File: src/rtl/tgarle_pkg.sv
// Package for the TGA run-length pixel decoder.
// Holds the count width, status and register index codes, and the result type.
// It depends on nothing else.
package tgarle_pkg;

	localparam int COUNT_WIDTH = 24;

	localparam int HDR_RUN_BIT = 7;

	localparam logic [1:0] ST_OK    = 2'd0;
	localparam logic [1:0] ST_DONE  = 2'd1;
	localparam logic [1:0] ST_TRUNC = 2'd2;
	localparam logic [1:0] ST_CLIP  = 2'd3;

	localparam logic [0:0] CFG_FOUR_BYTE   = 1'b0;
	localparam logic [0:0] CFG_PIXEL_TOTAL = 1'b1;

	typedef logic [COUNT_WIDTH-1:0] count_t;

	typedef struct packed {
		logic       pixel_valid;
		logic [7:0] red;
		logic [7:0] green;
		logic [7:0] blue;
		logic [7:0] alpha;
		logic [7:0] repeat_res;
		logic [1:0] status;
	} pixel_res_t;

endpackage

File: src/rtl/tga_rle_pixel_decoder.sv
// Top level of the TGA run-length pixel decoder.
// Decodes one compressed byte per cycle, while input stall is low, into pixels with a repeat count.
// It depends on tgarle_pkg.

// The block takes one byte of TGA run-length data per cycle while input stall is low and may
// take a byte in every such cycle. A packet header byte starts a run (bit 7 set) or a group
// of literal pixels, each (low seven bits + 1) long. A run leaves as a single transaction
// carrying its repeat count, clipped with status 3 if it passes the pixel total; a literal
// pixel leaves with a count of one. A pixel completes on the byte that finishes it, and its
// transaction goes into the output register, or into the one skid register while the
// output is held, so input stall rises only when both hold a result that the downstream
// side has not yet taken. A byte marked as the end of the buffer returns the decoder to its
// start state, and the registers should be written only while no transaction is outstanding.
module tga_rle_pixel_decoder (
	input  logic        clk,
	input  logic        arst_n,
	input  logic        in_valid,
	output logic        in_stall,
	input  logic [7:0]  data_byte,
	input  logic        end_of_buffer,
	output logic        out_valid,
	input  logic        out_stall,
	output logic        pixel_valid,
	output logic [7:0]  red,
	output logic [7:0]  green,
	output logic [7:0]  blue,
	output logic [7:0]  alpha,
	output logic [7:0]  repeat_res,
	output logic [1:0]  status,
	input  logic        cfg_write_en,
	input  logic [0:0]  cfg_index,
	input  logic [23:0] cfg_data
);

	logic                   four_byte_q;
	logic [23:0]            pixel_total_q;
	logic                   in_packet_q, in_packet_d;
	logic                   run_packet_q, run_packet_d;
	logic [7:0]             packet_left_q, packet_left_d;
	logic [1:0]             byte_index_q, byte_index_d;
	tgarle_pkg::count_t     pixels_left_q, pixels_left_d;
	logic                   image_done_q, image_done_d;
	logic [7:0]             blue_q, green_q, red_q;
	logic                   store_blue, store_green, store_red;

	tgarle_pkg::pixel_res_t res;
	logic                   res_v;
	tgarle_pkg::pixel_res_t out_q, skid_q;
	logic                   out_valid_q, skid_valid_q;

	logic                   in_take, out_take, last_byte, clip, done;
	logic [7:0]             count, count_out;
	tgarle_pkg::count_t     count_ext, load_left;

	assign in_take   = in_valid & ~skid_valid_q;
	assign out_take  = out_valid_q & ~out_stall;
	assign last_byte = four_byte_q ? (byte_index_q == 2'd3) : byte_index_q[1];
	assign count     = run_packet_q ? packet_left_q : 8'd1;
	assign count_ext = tgarle_pkg::count_t'(count);
	assign clip      = count_ext > pixels_left_q;
	assign done      = count_ext >= pixels_left_q;
	assign count_out = clip ? pixels_left_q[7:0] : count;
	assign load_left = tgarle_pkg::count_t'(pixel_total_q);

	always_comb begin
		in_packet_d   = in_packet_q;
		run_packet_d  = run_packet_q;
		packet_left_d = packet_left_q;
		byte_index_d  = byte_index_q;
		pixels_left_d = pixels_left_q;
		image_done_d  = image_done_q;
		store_blue    = 1'b0;
		store_green   = 1'b0;
		store_red     = 1'b0;
		res           = '0;
		res_v         = 1'b0;
		if (in_take && !image_done_q) begin
			if (!in_packet_q) begin
				run_packet_d  = data_byte[tgarle_pkg::HDR_RUN_BIT];
				packet_left_d = {1'b0, data_byte[6:0]} + 8'd1;
				byte_index_d  = 2'd0;
				in_packet_d   = 1'b1;
				if (end_of_buffer) begin
					res_v      = 1'b1;
					res.status = tgarle_pkg::ST_TRUNC;
				end
			end else if (last_byte) begin
				packet_left_d   = run_packet_q ? 8'd0 : packet_left_q - 8'd1;
				in_packet_d     = (packet_left_d != 8'd0);
				pixels_left_d   = pixels_left_q - tgarle_pkg::count_t'(count_out);
				image_done_d    = done;
				byte_index_d    = 2'd0;
				res_v           = 1'b1;
				res.pixel_valid = 1'b1;
				res.blue        = blue_q;
				res.green       = green_q;
				res.red         = (byte_index_q == 2'd2) ? data_byte : red_q;
				res.alpha       = (four_byte_q && byte_index_q == 2'd3) ? data_byte : 8'd0;
				res.repeat_res  = count_out;
				if (end_of_buffer && !done) begin
					res.status = tgarle_pkg::ST_TRUNC;
				end else if (clip) begin
					res.status = tgarle_pkg::ST_CLIP;
				end else if (done) begin
					res.status = tgarle_pkg::ST_DONE;
				end else begin
					res.status = tgarle_pkg::ST_OK;
				end
			end else begin
				unique case (byte_index_q)
					2'd0: store_blue = 1'b1;
					2'd1: store_green = 1'b1;
					2'd2: store_red = 1'b1;
					default: ;
				endcase
				byte_index_d = byte_index_q + 2'd1;
				if (end_of_buffer) begin
					res_v      = 1'b1;
					res.status = tgarle_pkg::ST_TRUNC;
				end
			end
		end
		if (in_take && end_of_buffer) begin
			in_packet_d   = 1'b0;
			run_packet_d  = 1'b0;
			packet_left_d = 8'd0;
			byte_index_d  = 2'd0;
			pixels_left_d = load_left;
			image_done_d  = (load_left == '0);
		end
		if (cfg_write_en && cfg_index == tgarle_pkg::CFG_PIXEL_TOTAL) begin
			pixels_left_d = tgarle_pkg::count_t'(cfg_data);
			image_done_d  = (tgarle_pkg::count_t'(cfg_data) == '0);
		end
	end

	always_ff @(posedge clk or negedge arst_n) begin
		if (!arst_n) begin
			four_byte_q   <= 1'b0;
			pixel_total_q <= 24'd1;
			in_packet_q   <= 1'b0;
			run_packet_q  <= 1'b0;
			packet_left_q <= 8'd0;
			byte_index_q  <= 2'd0;
			pixels_left_q <= tgarle_pkg::count_t'(1);
			image_done_q  <= 1'b0;
		end else begin
			in_packet_q   <= in_packet_d;
			run_packet_q  <= run_packet_d;
			packet_left_q <= packet_left_d;
			byte_index_q  <= byte_index_d;
			pixels_left_q <= pixels_left_d;
			image_done_q  <= image_done_d;
			if (cfg_write_en) begin
				if (cfg_index == tgarle_pkg::CFG_FOUR_BYTE) begin
					four_byte_q <= cfg_data[0];
				end else begin
					pixel_total_q <= cfg_data;
				end
			end
		end
	end

	always_ff @(posedge clk) begin
		if (store_blue) begin
			blue_q <= data_byte;
		end
		if (store_green) begin
			green_q <= data_byte;
		end
		if (store_red) begin
			red_q <= data_byte;
		end
	end

	always_ff @(posedge clk or negedge arst_n) begin
		if (!arst_n) begin
			out_valid_q  <= 1'b0;
			skid_valid_q <= 1'b0;
		end else if (!out_valid_q || out_take) begin
			if (skid_valid_q) begin
				out_valid_q  <= 1'b1;
				skid_valid_q <= 1'b0;
			end else begin
				out_valid_q <= res_v;
			end
		end else if (res_v) begin
			skid_valid_q <= 1'b1;
		end
	end

	always_ff @(posedge clk) begin
		if (!out_valid_q || out_take) begin
			out_q <= skid_valid_q ? skid_q : res;
		end else if (res_v) begin
			skid_q <= res;
		end
	end

	assign in_stall    = skid_valid_q;
	assign out_valid   = out_valid_q;
	assign pixel_valid = out_q.pixel_valid;
	assign red         = out_q.red;
	assign green       = out_q.green;
	assign blue        = out_q.blue;
	assign alpha       = out_q.alpha;
	assign repeat_res  = out_q.repeat_res;
	assign status      = out_q.status;

endmodule

File: config.mk
export PLATFORM = sky130hd
export DESIGN_NAME = tga_rle_pixel_decoder
export DESIGN_NICKNAME = d
export VERILOG_FILES = /design/src/rtl/tgarle_pkg.sv /design/src/rtl/tga_rle_pixel_decoder.sv
export SDC_FILE = /design/constraint.sdc
export NUM_CORES = 1
export LEC_CHECK = 0
export BUFFER_PORTS_ARGS = -buffer_cell sky130_fd_sc_hd__clkbuf_2
export CELL_PAD_IN_SITES_DETAIL_PLACEMENT = 0
export CELL_PAD_IN_SITES_GLOBAL_PLACEMENT = 1
export CORE_ASPECT_RATIO = 1.5
export CORE_MARGIN = 10
export CORE_UTILIZATION = 47
export CTS_CLUSTER_SIZE = 8
export DETAILED_ROUTE_END_ITERATION = 16
export GPL_ROUTABILITY_DRIVEN = 0
export GPL_TIMING_DRIVEN = 0
export PLACE_DENSITY_LB_ADDON = 0.12
export REMOVE_ABC_BUFFERS = 1
export SYNTH_ARGS = -nofsm -noshare
export SYNTH_HDL_FRONTEND = slang
export SYNTH_SLANG_ARGS = --single-unit
export TNS_END_PERCENT = 10
File: constraint.sdc
create_clock -name clk -period 6.4 [get_ports clk]
set_clock_uncertainty 0.05 [all_clocks]
set_input_delay 0.32 -clock clk [delete_from_list [all_inputs] [get_ports clk]]
set_output_delay 0.32 -clock clk [all_outputs]
set_load 0.01 [all_outputs]
==> results.toml, run 1 <==
[run_status]
status = "finished clean"

[worst_setup_path]
start_kind = "flop"
critical_path.endpoint_type = "flop"
worstRegToRegCells = 14
crit_arrival_ps = 5220
startpoint = "run_packet_q"
r2r-start = "run_packet_q"
crit_required_ps = 6680
crit_type = "flop to flop"
r2r-end = "pixels_left_q[20]"
ff2ff_setup_slack_ps = 1460
path_max_fanout = 17

[global_route]
grt_pass1_vias = 6420
grt_pass1_wl_mm = 33.9
overflow = 0
antenna_found_initial = 0
grt_max_degree = 58
track_usage = 0.183

[drt]
via_per_inst = 5.77
postRouteAntennaNets = 0
drt_iter0_drc = 395
vias = 6181
post_drt_wl_per_cell_um = 19.7
drt-total-wl_mm = 21.1
first_pass_iters = 5
drc_errors = 0

[clock_tree]
clk_latency_ps = 440
cts_resized = 0
cts_setup_buffers = 0
cts_root_buf = "clkbuf_16"
htree_levels = 4
cts_made_buffers = 17
cts_num_sinks = 174
cts_tree = "done"
clk_pin_slew_worst_paths_ps = 80
cts_buffer_depth = 2

[power]
p_leak_nw = 4.26
power_density_nw_per_um2 = 311
peakVddDrop_v = 0.000122

[synthesis]
ys_seq_elements = 174
synth-async-reset-ratio = 0.368
synth_compound_area_frac = 0.143
synth_edf_count = 110
synth_top_family_by_area = "simple AND/OR/NAND/NOR gates"
yosys.area.top_type = "edfxtp_1"
synthSimpleGateAreaFrac = 0.177
syn_avg_cell_area_um2 = 11.1
yosysUniqueCellTypes = 70
synth_area_leaders = "edfxtp_1 (39%), dfrtp_1 (18%), nand2_1 (5.0%)"
synth_ff_type = "edfxtp_1"
synth-xor-area-share = 0.0165
synth_seq_area_share = 0.577
yosys_warnings = 0
yosysTopAreaCellShare = 0.389
netlist_instances = 768
synth_area_um2 = 8500
synth_fa_ha_area_frac = 0.0347
synthMuxAreaShare = 0.0272

[floorplan]
die_h_um = 185
core_um2 = 17900
io_pins = 84
die_w_um = 130
die_area_um2 = 24000
rows = 60
start_util = 0.476

[hold_path]
min_to = "load_left[0]"
hold_start = "cfg_data[0]"
min_path_type = "primary input to flop"
holdPathStages = 3

[cells_and_area]
nets = 904
fin_area_um2 = 9790
n_fill_cell = 1597
antenna-diode-count = 0
final_layout_size_suffix_gt1_frac = 0.171
syn_to_final_growth_pct = 15.1

[flow_run]
maxCapViolations = 0

[place]
io_buffers = 83
dpl_cell_area_um2 = 9190
dp.final_hpwl_mm = 15.2
dp_slack_ps = 1420

[timing]
hold_violations = 0
fmax_mhz = 202
period_share = 0.772
slew_viol_final = 0
grt_setup_unrepaired = "no"
setup_viol = 0
worst_slack_ps = 1460
maxSlewHeadroom = 0.268
worstMarginPinSlew_ps = 1100
period_needed_ps = 4940
-- metal layers --
metal / up-vias / part of all wire / global-route usage
li1: 2986 / - / -
met1: 2999 / 0.37 / 0.188
met2: 156 / 0.55 / 0.341
met3: 40 / 0.044 / 0.0388
met4: 0 / 0.034 / 0.0826
met5: - / 0 / 0
-- flip-flops by register name, indices dropped and copies added (netlist names), 2 cells and up --
register,cells
status,2
blue_q,8
blue,8
green_q,8
packet_left_q,8
byte_index_q,2
pixels_left_q,24
load_left,24
repeat_res,8
skid_q,43
red,8
green,8
red_q,8
alpha,8
-- cell usage in the layout (no fill, tap or decap), types with 16 or more instances in the layout --
cell type / synthesis / final
nand2_1: 113 / 111
o21ai_1: 16 / 16
clkbuf_2: 0 / 82
mux2i_1: 18 / 18
clkbuf_16: 0 / 17
ha_1: 22 / 22
nor3_1: 22 / 21
o21ai_0: 21 / 21
a21o_1: 38 / 38
nor2_1: 53 / 53
a21oi_1: 27 / 27
dfrtp_1: 62 / 61
and2_1: 35 / 34
edfxtp_1: 110 / 110
inv_1: 17 / 17
-- area by class of cell --
type / count / area, um2 / area share
Clock buffer: 17 / 425 / 0.0435
Clock inverter: 15 / 164 / 0.0167
Inverter: 18 / 67.6 / 0.00690
Multi-Input combinational cell: 540 / 3410 / 0.348
Sequential cell: 174 / 4910 / 0.502
Tap cell: 217 / 272 / 0.0277
Timing Repair Buffer: 91 / 543 / 0.0555
-- how the worst max path moves through the flow --
stage	endpoint	slack [ps]	depth (start not counted)
2_1_floorplan	skid_q[0]	1340	2
3_3_place_gp	skid_q[3]	-840	3
3_5_place_dp	pixels_left_q[20]	1420	14
4_1_cts	pixels_left_q[20]	1400	14
5_1_grt	pixels_left_q[20]	1130	14
6_report	pixels_left_q[20]	1460	14
-- kinds of logic after synthesis --
kind of cell,count (synthesis)
AOI/OAI and AO/OA,177
xor gates and xnor gates,16
and+or+nand+nor,302
buffers and inverters,54
muxes,22
adders and majority gates,23
DFF,174
-- cell usage after synthesis (7+ instances only) --
| cell type | count |
|---|---|
| xor2_1 | 9 |
| a31oi_1 | 8 |
| and3_1 | 8 |
| nor3_1 | 22 |
| nor2_1 | 53 |
| nand3_1 | 13 |
| ha_1 | 22 |
| and2_1 | 35 |
| a21o_1 | 38 |
| nand2_1 | 113 |
| inv_1 | 17 |
| dfrtp_1 | 62 |
| nand4_1 | 9 |
| edfxtp_1 | 110 |
| nor4_1 | 12 |
| o211ai_1 | 11 |
| mux2i_1 | 18 |
| clkbuf_1 | 33 |
| a21oi_1 | 27 |
| o21ai_1 | 16 |
| o21ai_0 | 21 |
| xnor2_1 | 7 |
-- stage by stage --
stage	setup TNS (ps)	cells	utilization	hold WS, ps	total power (W)
finish	0	1072	0.548	51.5	0.00304
global route	0	1072	0.548	64.1	0.00319
CTS	0	1072	0.548	40.0	0.00306
detailed placement	0	1039	0.514	136	0.00203
global placement	-35760	1032	0.507	411	0.00201
floorplan	0	732	-	-25.6	0.00181
-- repair_timing --
item,CTS,global route
setup endpoints to repair,0,0
hold buffers,1,0
endpoints found under the hold margin,62,0
-- power breakdown --
group | internal, W | switching, W | total [W]
logic | 0.000240 | 0.000356 | 0.000596
clock network | 0.000527 | 0.000508 | 0.00104
registers | 0.00130 | 0.000104 | 0.00141
total | 0.00207 | 0.000968 | 0.00304
-- worst max-delay path, cell delays in order, from the launching register on --
cell and delay (ps):
dfrtp_1 630, and2_1 250, ha_1 250, nor2b_1 130
o211ai_1 260, a21oi_2 140, o211ai_4 410, mux2i_1 430
ha_1 340, nor2b_1 170, o31a_1 290, o21ai_1 710
nand3b_1 280, o221ai_1 230, o2bb2a_1 240
Power figures use the tool's default switching activity.
==> run 2: changes to the inputs <==
Settings changed: CORE_UTILIZATION 47 to 43.
Clock period 6.4 ns to 4.4 ns, I/O delays scaled along.
==> results.toml, run 2 (synthesis gave the netlist of run 1 again) <==
[run_status]
status = "finished clean"

[drt]
postRouteAntennaNets = 0
drt_iter0_drc = 345
first_pass_iters = 5
vias = 6381
via_per_inst = 5.59
post_drt_wl_per_cell_um = 19.1
drc_errors = 0
drt-total-wl_mm = 21.8

[power]
power_density_nw_per_um2 = 447
p_total_w = 0.00459
p_leak_nw = 4.39
peakVddDrop_v = 0.000238

[worst_setup_path]
path_cells = "clkbuf_4, nor2b_2, ha_1, nor2b_1, o211ai_1, a21oi_2, o211ai_4, buf_12, mux2_4, inv_1, ha_1, fa_1, nor2b_2, o31a_1, buf_4, o21ai_4, nand3b_1, o221ai_2, o2bb2a_1"
start_kind = "flop"
cp_slowest_stage_delay_ps = 450
cpMaxStageDelayCell = "dfrtp_2"
crit_type = "flop to flop"
crit_required_ps = 4670
critical_path.endpoint_type = "flop"
ff2ff_setup_slack_ps = 130
cp_top_family = "compound AO/OA/AOI/OAI gates"
path_max_fanout = 8
crit_arrival_ps = 4540
crit_buf_inv = 4

[floorplan]
io_pins = 84
rows = 62
core_um2 = 19300
die_h_um = 192
die_w_um = 135
start_util = 0.440
die_area_um2 = 25900

[cells_and_area]
fin_util = 0.532
syn_to_final_growth_pct = 20.9
nets = 934
final_cell_mix = "nand2_1 (111), edfxtp_1 (110), clkbuf_2 (82)"
final_common_cell = "nand2_1"
largest_register_ffs = 43
top_register = "skid_q"
n_fill_cell = 1752
final_layout_size_suffix_gt1_frac = 0.198
antenna-diode-count = 0

[place]
dp.final_hpwl_mm = 15.4
io_buffers = 83
dp_slack_ps = -490

[timing]
worstMarginPinSlew_ps = 1090
fmax_mhz = 234
period_needed_ps = 4270
holdWs_ps = 13.1
hold_violations = 0
maxSlewHeadroom = 0.271
tns_ps = 0
period_share = 0.970
worst_slack_ps = 131
slew_viol_final = 0
setup_viol = 0

[hold_path]
min_path_type = "primary input to flop"

[clock_tree]
clk_pin_slew_worst_paths_ps = 70
cts_made_buffers = 17
htree_levels = 4
cts_tree = "done"
cts_root_buf = "clkbuf_16"
clk_latency_ps = 430
cts_buffer_depth = 2
cts_num_sinks = 174

[global_route]
antenna_found_initial = 0
track_usage = 0.170
grt_max_degree = 50
overflow = 0
grt_pass1_wl_mm = 35.0
grt_pass1_vias = 6539

[flow_run]
maxCapViolations = 0
run 2: changes by cell type in the layout (fill, tap and decap cells not counted), sizes merged:
cell	previous run	this run
buf	7	17
bufinv	0	1
clkbuf	100	101
clkinv	4	8
clkinvlp	1	0
dlygate4sd3	1	19
inv	28	24
o21ai	39	40
run 2: final timing paths:
path,startpoint,cells past startpoint,end
worst min register to register,load_left[0],2,load_left[0]
worst max register to register,run_packet_q,19,pixels_left_q[20]
min in group asynchronous,arst_n,2,load_left[10]
worst min-delay path,cfg_data[13],3,load_left[13]
worst max-delay path,run_packet_q,19,pixels_left_q[20]
max in group asynchronous,arst_n,3,pixels_left_q[0]
run 2: worst register-to-register path, delay by kind of cell (launching register included):
family | cells | cell delay, ps
and+or+nand+nor | 4 | 500
DFF | 1 | 450
buffers and inverters | 4 | 650
adders and majority gates | 3 | 560
AOI/OAI and AO/OA | 7 | 1600
muxes | 1 | 340
run 2: power by group:
group / internal [W] / total [W] / switching, W
clock: 0.000823 / 0.00155 / 0.000729
sequential: 0.00190 / 0.00206 / 0.000161
combinational: 0.000415 / 0.000977 / 0.000562
run 2: area by class of cell:
class | instances | area [um2] | share of cell area
Sequential cell | 174 | 4910 | 0.478
Tap cell | 256 | 320 | 0.0312
Inverter | 18 | 68.8 | 0.00670
Multi-Input combinational cell | 541 | 3560 | 0.346
Clock buffer | 17 | 425 | 0.0414
Clock inverter | 15 | 190 | 0.0185
Timing Repair Buffer | 120 | 803 | 0.0782
run 2: metal layers:
layer	part of all wire	wire [um]	track usage	up-vias
li1	-	-	-	3044
met1	0.39	8500	0.191	3149
met2	0.55	11900	0.312	163
met3	0.043	932	0.0350	25
met4	0.022	470	0.0550	0
met5	0	0	0	-
run 2: what timing repair did:
item	4_1_cts	5_1_grt
resized for setup	8	20
endpoints found under the setup margin	16	9
cloned	0	1
hold endpoints to repair	45	0
hold buffers	19	0
buffers inserted	1	9
pin swaps	1	4
run 2: stage by stage:
stage	instance area, um2	instances
floorplan	8360	732
global placement	9100	1071
detailed placement	9220	1078
CTS	10100	1130
global route	10300	1141
finish	10300	1141
==> run 3: changes to the inputs <==
Settings changed: BUFFER_PORTS_ARGS -buffer_cell sky130_fd_sc_hd__clkbuf_2 to unset, CORE_UTILIZATION 43 to 46, DONT_BUFFER_PORTS set to 1.
==> results.toml, run 3 (synthesis gave the netlist of run 1 again) <==
[run_status]
status = "finished clean"

[place]
io_buffers = 0
dp.final_hpwl_mm = 15.0
dp_cells = 985

[worst_setup_path]
cpMaxStageDelayCell = "or4b_1"
critical_path.endpoint_type = "flop"
startpoint = "run_packet_q"
r2r-start = "run_packet_q"
cp_common_cell = "a21o_1"
crit_arrival_ps = 4620
crit_required_ps = 4710
start_kind = "flop"
path_max_fanout = 8
cp_slowest_stage_delay_ps = 580
crit_type = "flop to flop"
path_cells = "buf_2, nor2b_2, ha_1, nand4_1, or2_2, o211ai_4, buf_12, mux2i_4, ha_2, a21o_1, a22o_1, a21o_1, or4b_1, a31oi_1, a2bb2oi_1"

[clock_tree]
clk_latency_ps = 430
cts_made_buffers = 17
cts_num_sinks = 174
htree_levels = 4
cts_tree = "done"
clk_pin_slew_worst_paths_ps = 70
cts_root_buf = "clkbuf_16"
cts_buffer_depth = 2

[drt]
drc_errors = 0
first_pass_iters = 5
via_per_inst = 5.76
drt_iter0_drc = 318
drt-total-wl_mm = 22.3
post_drt_wl_per_cell_um = 21.0
postRouteAntennaNets = 0
vias = 6110

[cells_and_area]
largest_register_ffs = 43
final_cell_mix = "nand2_1 (111), edfxtp_1 (110), dfrtp_1 (60)"
antenna-diode-count = 0
final_common_cell = "nand2_1"
nets = 861
syn_to_final_growth_pct = 16.3
top_register = "skid_q"
fin_util = 0.546
fin_cells = 1060
final_layout_size_suffix_gt1_frac = 0.102

[power]
p_seq_frac = 0.473
power_density_nw_per_um2 = 446
p_leak_nw = 4.04
p_sw_w = 0.00139
power_frac_comb = 0.194
p_int_w = 0.00302
power_frac_clock = 0.333
peakVddDrop_v = 0.000205
switching_share = 0.315

[global_route]
grt_pass1_wl_mm = 34.9
grt_max_degree = 65
track_usage = 0.184
overflow = 0
antenna_found_initial = 0
grt_pass1_vias = 6193

[timing]
slew_viol_final = 0
worstMarginPinSlew_ps = 1090
grt_setup_unrepaired = "yes"
hold_violations = 0
period_needed_ps = 4310
setup_viol = 0
period_share = 0.980
maxSlewHeadroom = 0.276
fmax_mhz = 232

[floorplan]
die_h_um = 186
io_pins = 84
start_util = 0.470
die_area_um2 = 24400
core_um2 = 18100
rows = 60
die_w_um = 131

[flow_run]
maxCapViolations = 0

[hold_path]
min_path_type = "primary input to flop"
hold_start = "out_stall"
==> run 3: changes by cell type in the layout (fill, tap and decap cells not counted), sizes merged <==
cell | previous run | this run
clkbuf | 101 | 17
dlygate4sd3 | 19 | 34
buf | 17 | 14
clkinvlp | 0 | 2
bufinv | 1 | 0
inv | 24 | 23
o21ai | 40 | 39
==> run 3: worst max-delay path, delay by kind of cell, from the launching register on <==
kind	cells	cell delay [ps]
AOI/OAI and AO/OA	6	1140
adders and majority gates	2	620
buffers and inverters	2	370
DFF	1	460
muxes	1	280
and+or+nand+nor	4	1310
==> run 3: through the flow <==
step                      setup TNS [ps]  hold slack (ps)  instance area (um2)  worst slack (ps)  power (W)
after global routing               -17.7             29.1                 9880             -17.7    0.00463
after CTS                              0             14.9                 9780              1.60    0.00441
after global placement           -120660             -123                 8670             -2560    0.00283
after detailed placement           -4710             -123                 8760              -574    0.00286
final                                  0             24.4                 9880              90.1    0.00441
after floorplan                   -28400             -126                 8360              -660    0.00264
==> run 3: cell type report <==
type | instances | area [um2]
Fill cell | 1569 | 8210
Sequential cell | 174 | 4910
Multi-Input combinational cell | 540 | 3510
Timing Repair Buffer | 48 | 507
Clock buffer | 17 | 425
Tap cell | 248 | 310
Clock inverter | 15 | 151
Inverter | 18 | 68.8
==> run 3: worst paths after layout <==
kind / endpoint / slack (ps) / cells after the start
min in group asynchronous: pixels_left_q[14] / 260 / 2
worst min-delay path: out_valid / 20 / 2
max in group asynchronous: pixels_left_q[0] / 3700 / 2
worst max-delay path: pixels_left_q[13] / 90 / 15
worst max register to register: pixels_left_q[13] / 90 / 15
worst min register to register: load_left[0] / 420 / 2
==> run 3: routing by layer <==
layer,up-vias,track usage,part of all wire
li1,2885,-,-
met1,3038,0.200,0.37
met2,151,0.336,0.55
met3,36,0.0343,0.044
met4,0,0.0755,0.029
met5,-,0,0
==> run 3: power groups by stage <==
stage,Combinational [W],Clock [W],Sequential (W)
after floorplan,0.000576,0,0.00206
after global placement,0.000720,0,0.00211
after detailed placement,0.000747,0,0.00212
after CTS,0.000824,0.00150,0.00208
after global routing,0.000956,0.00157,0.00211
final,0.000857,0.00147,0.00208
==> run 3: what timing repair did <==
action | 4_1_cts | 5_1_grt
hold endpoints to repair | 145 | 0
endpoints found under the setup margin | 16 | 10
pin swaps | 2 | 2
buffers inserted | 2 | 6
hold buffers | 35 | 0
resized for setup | 10 | 11
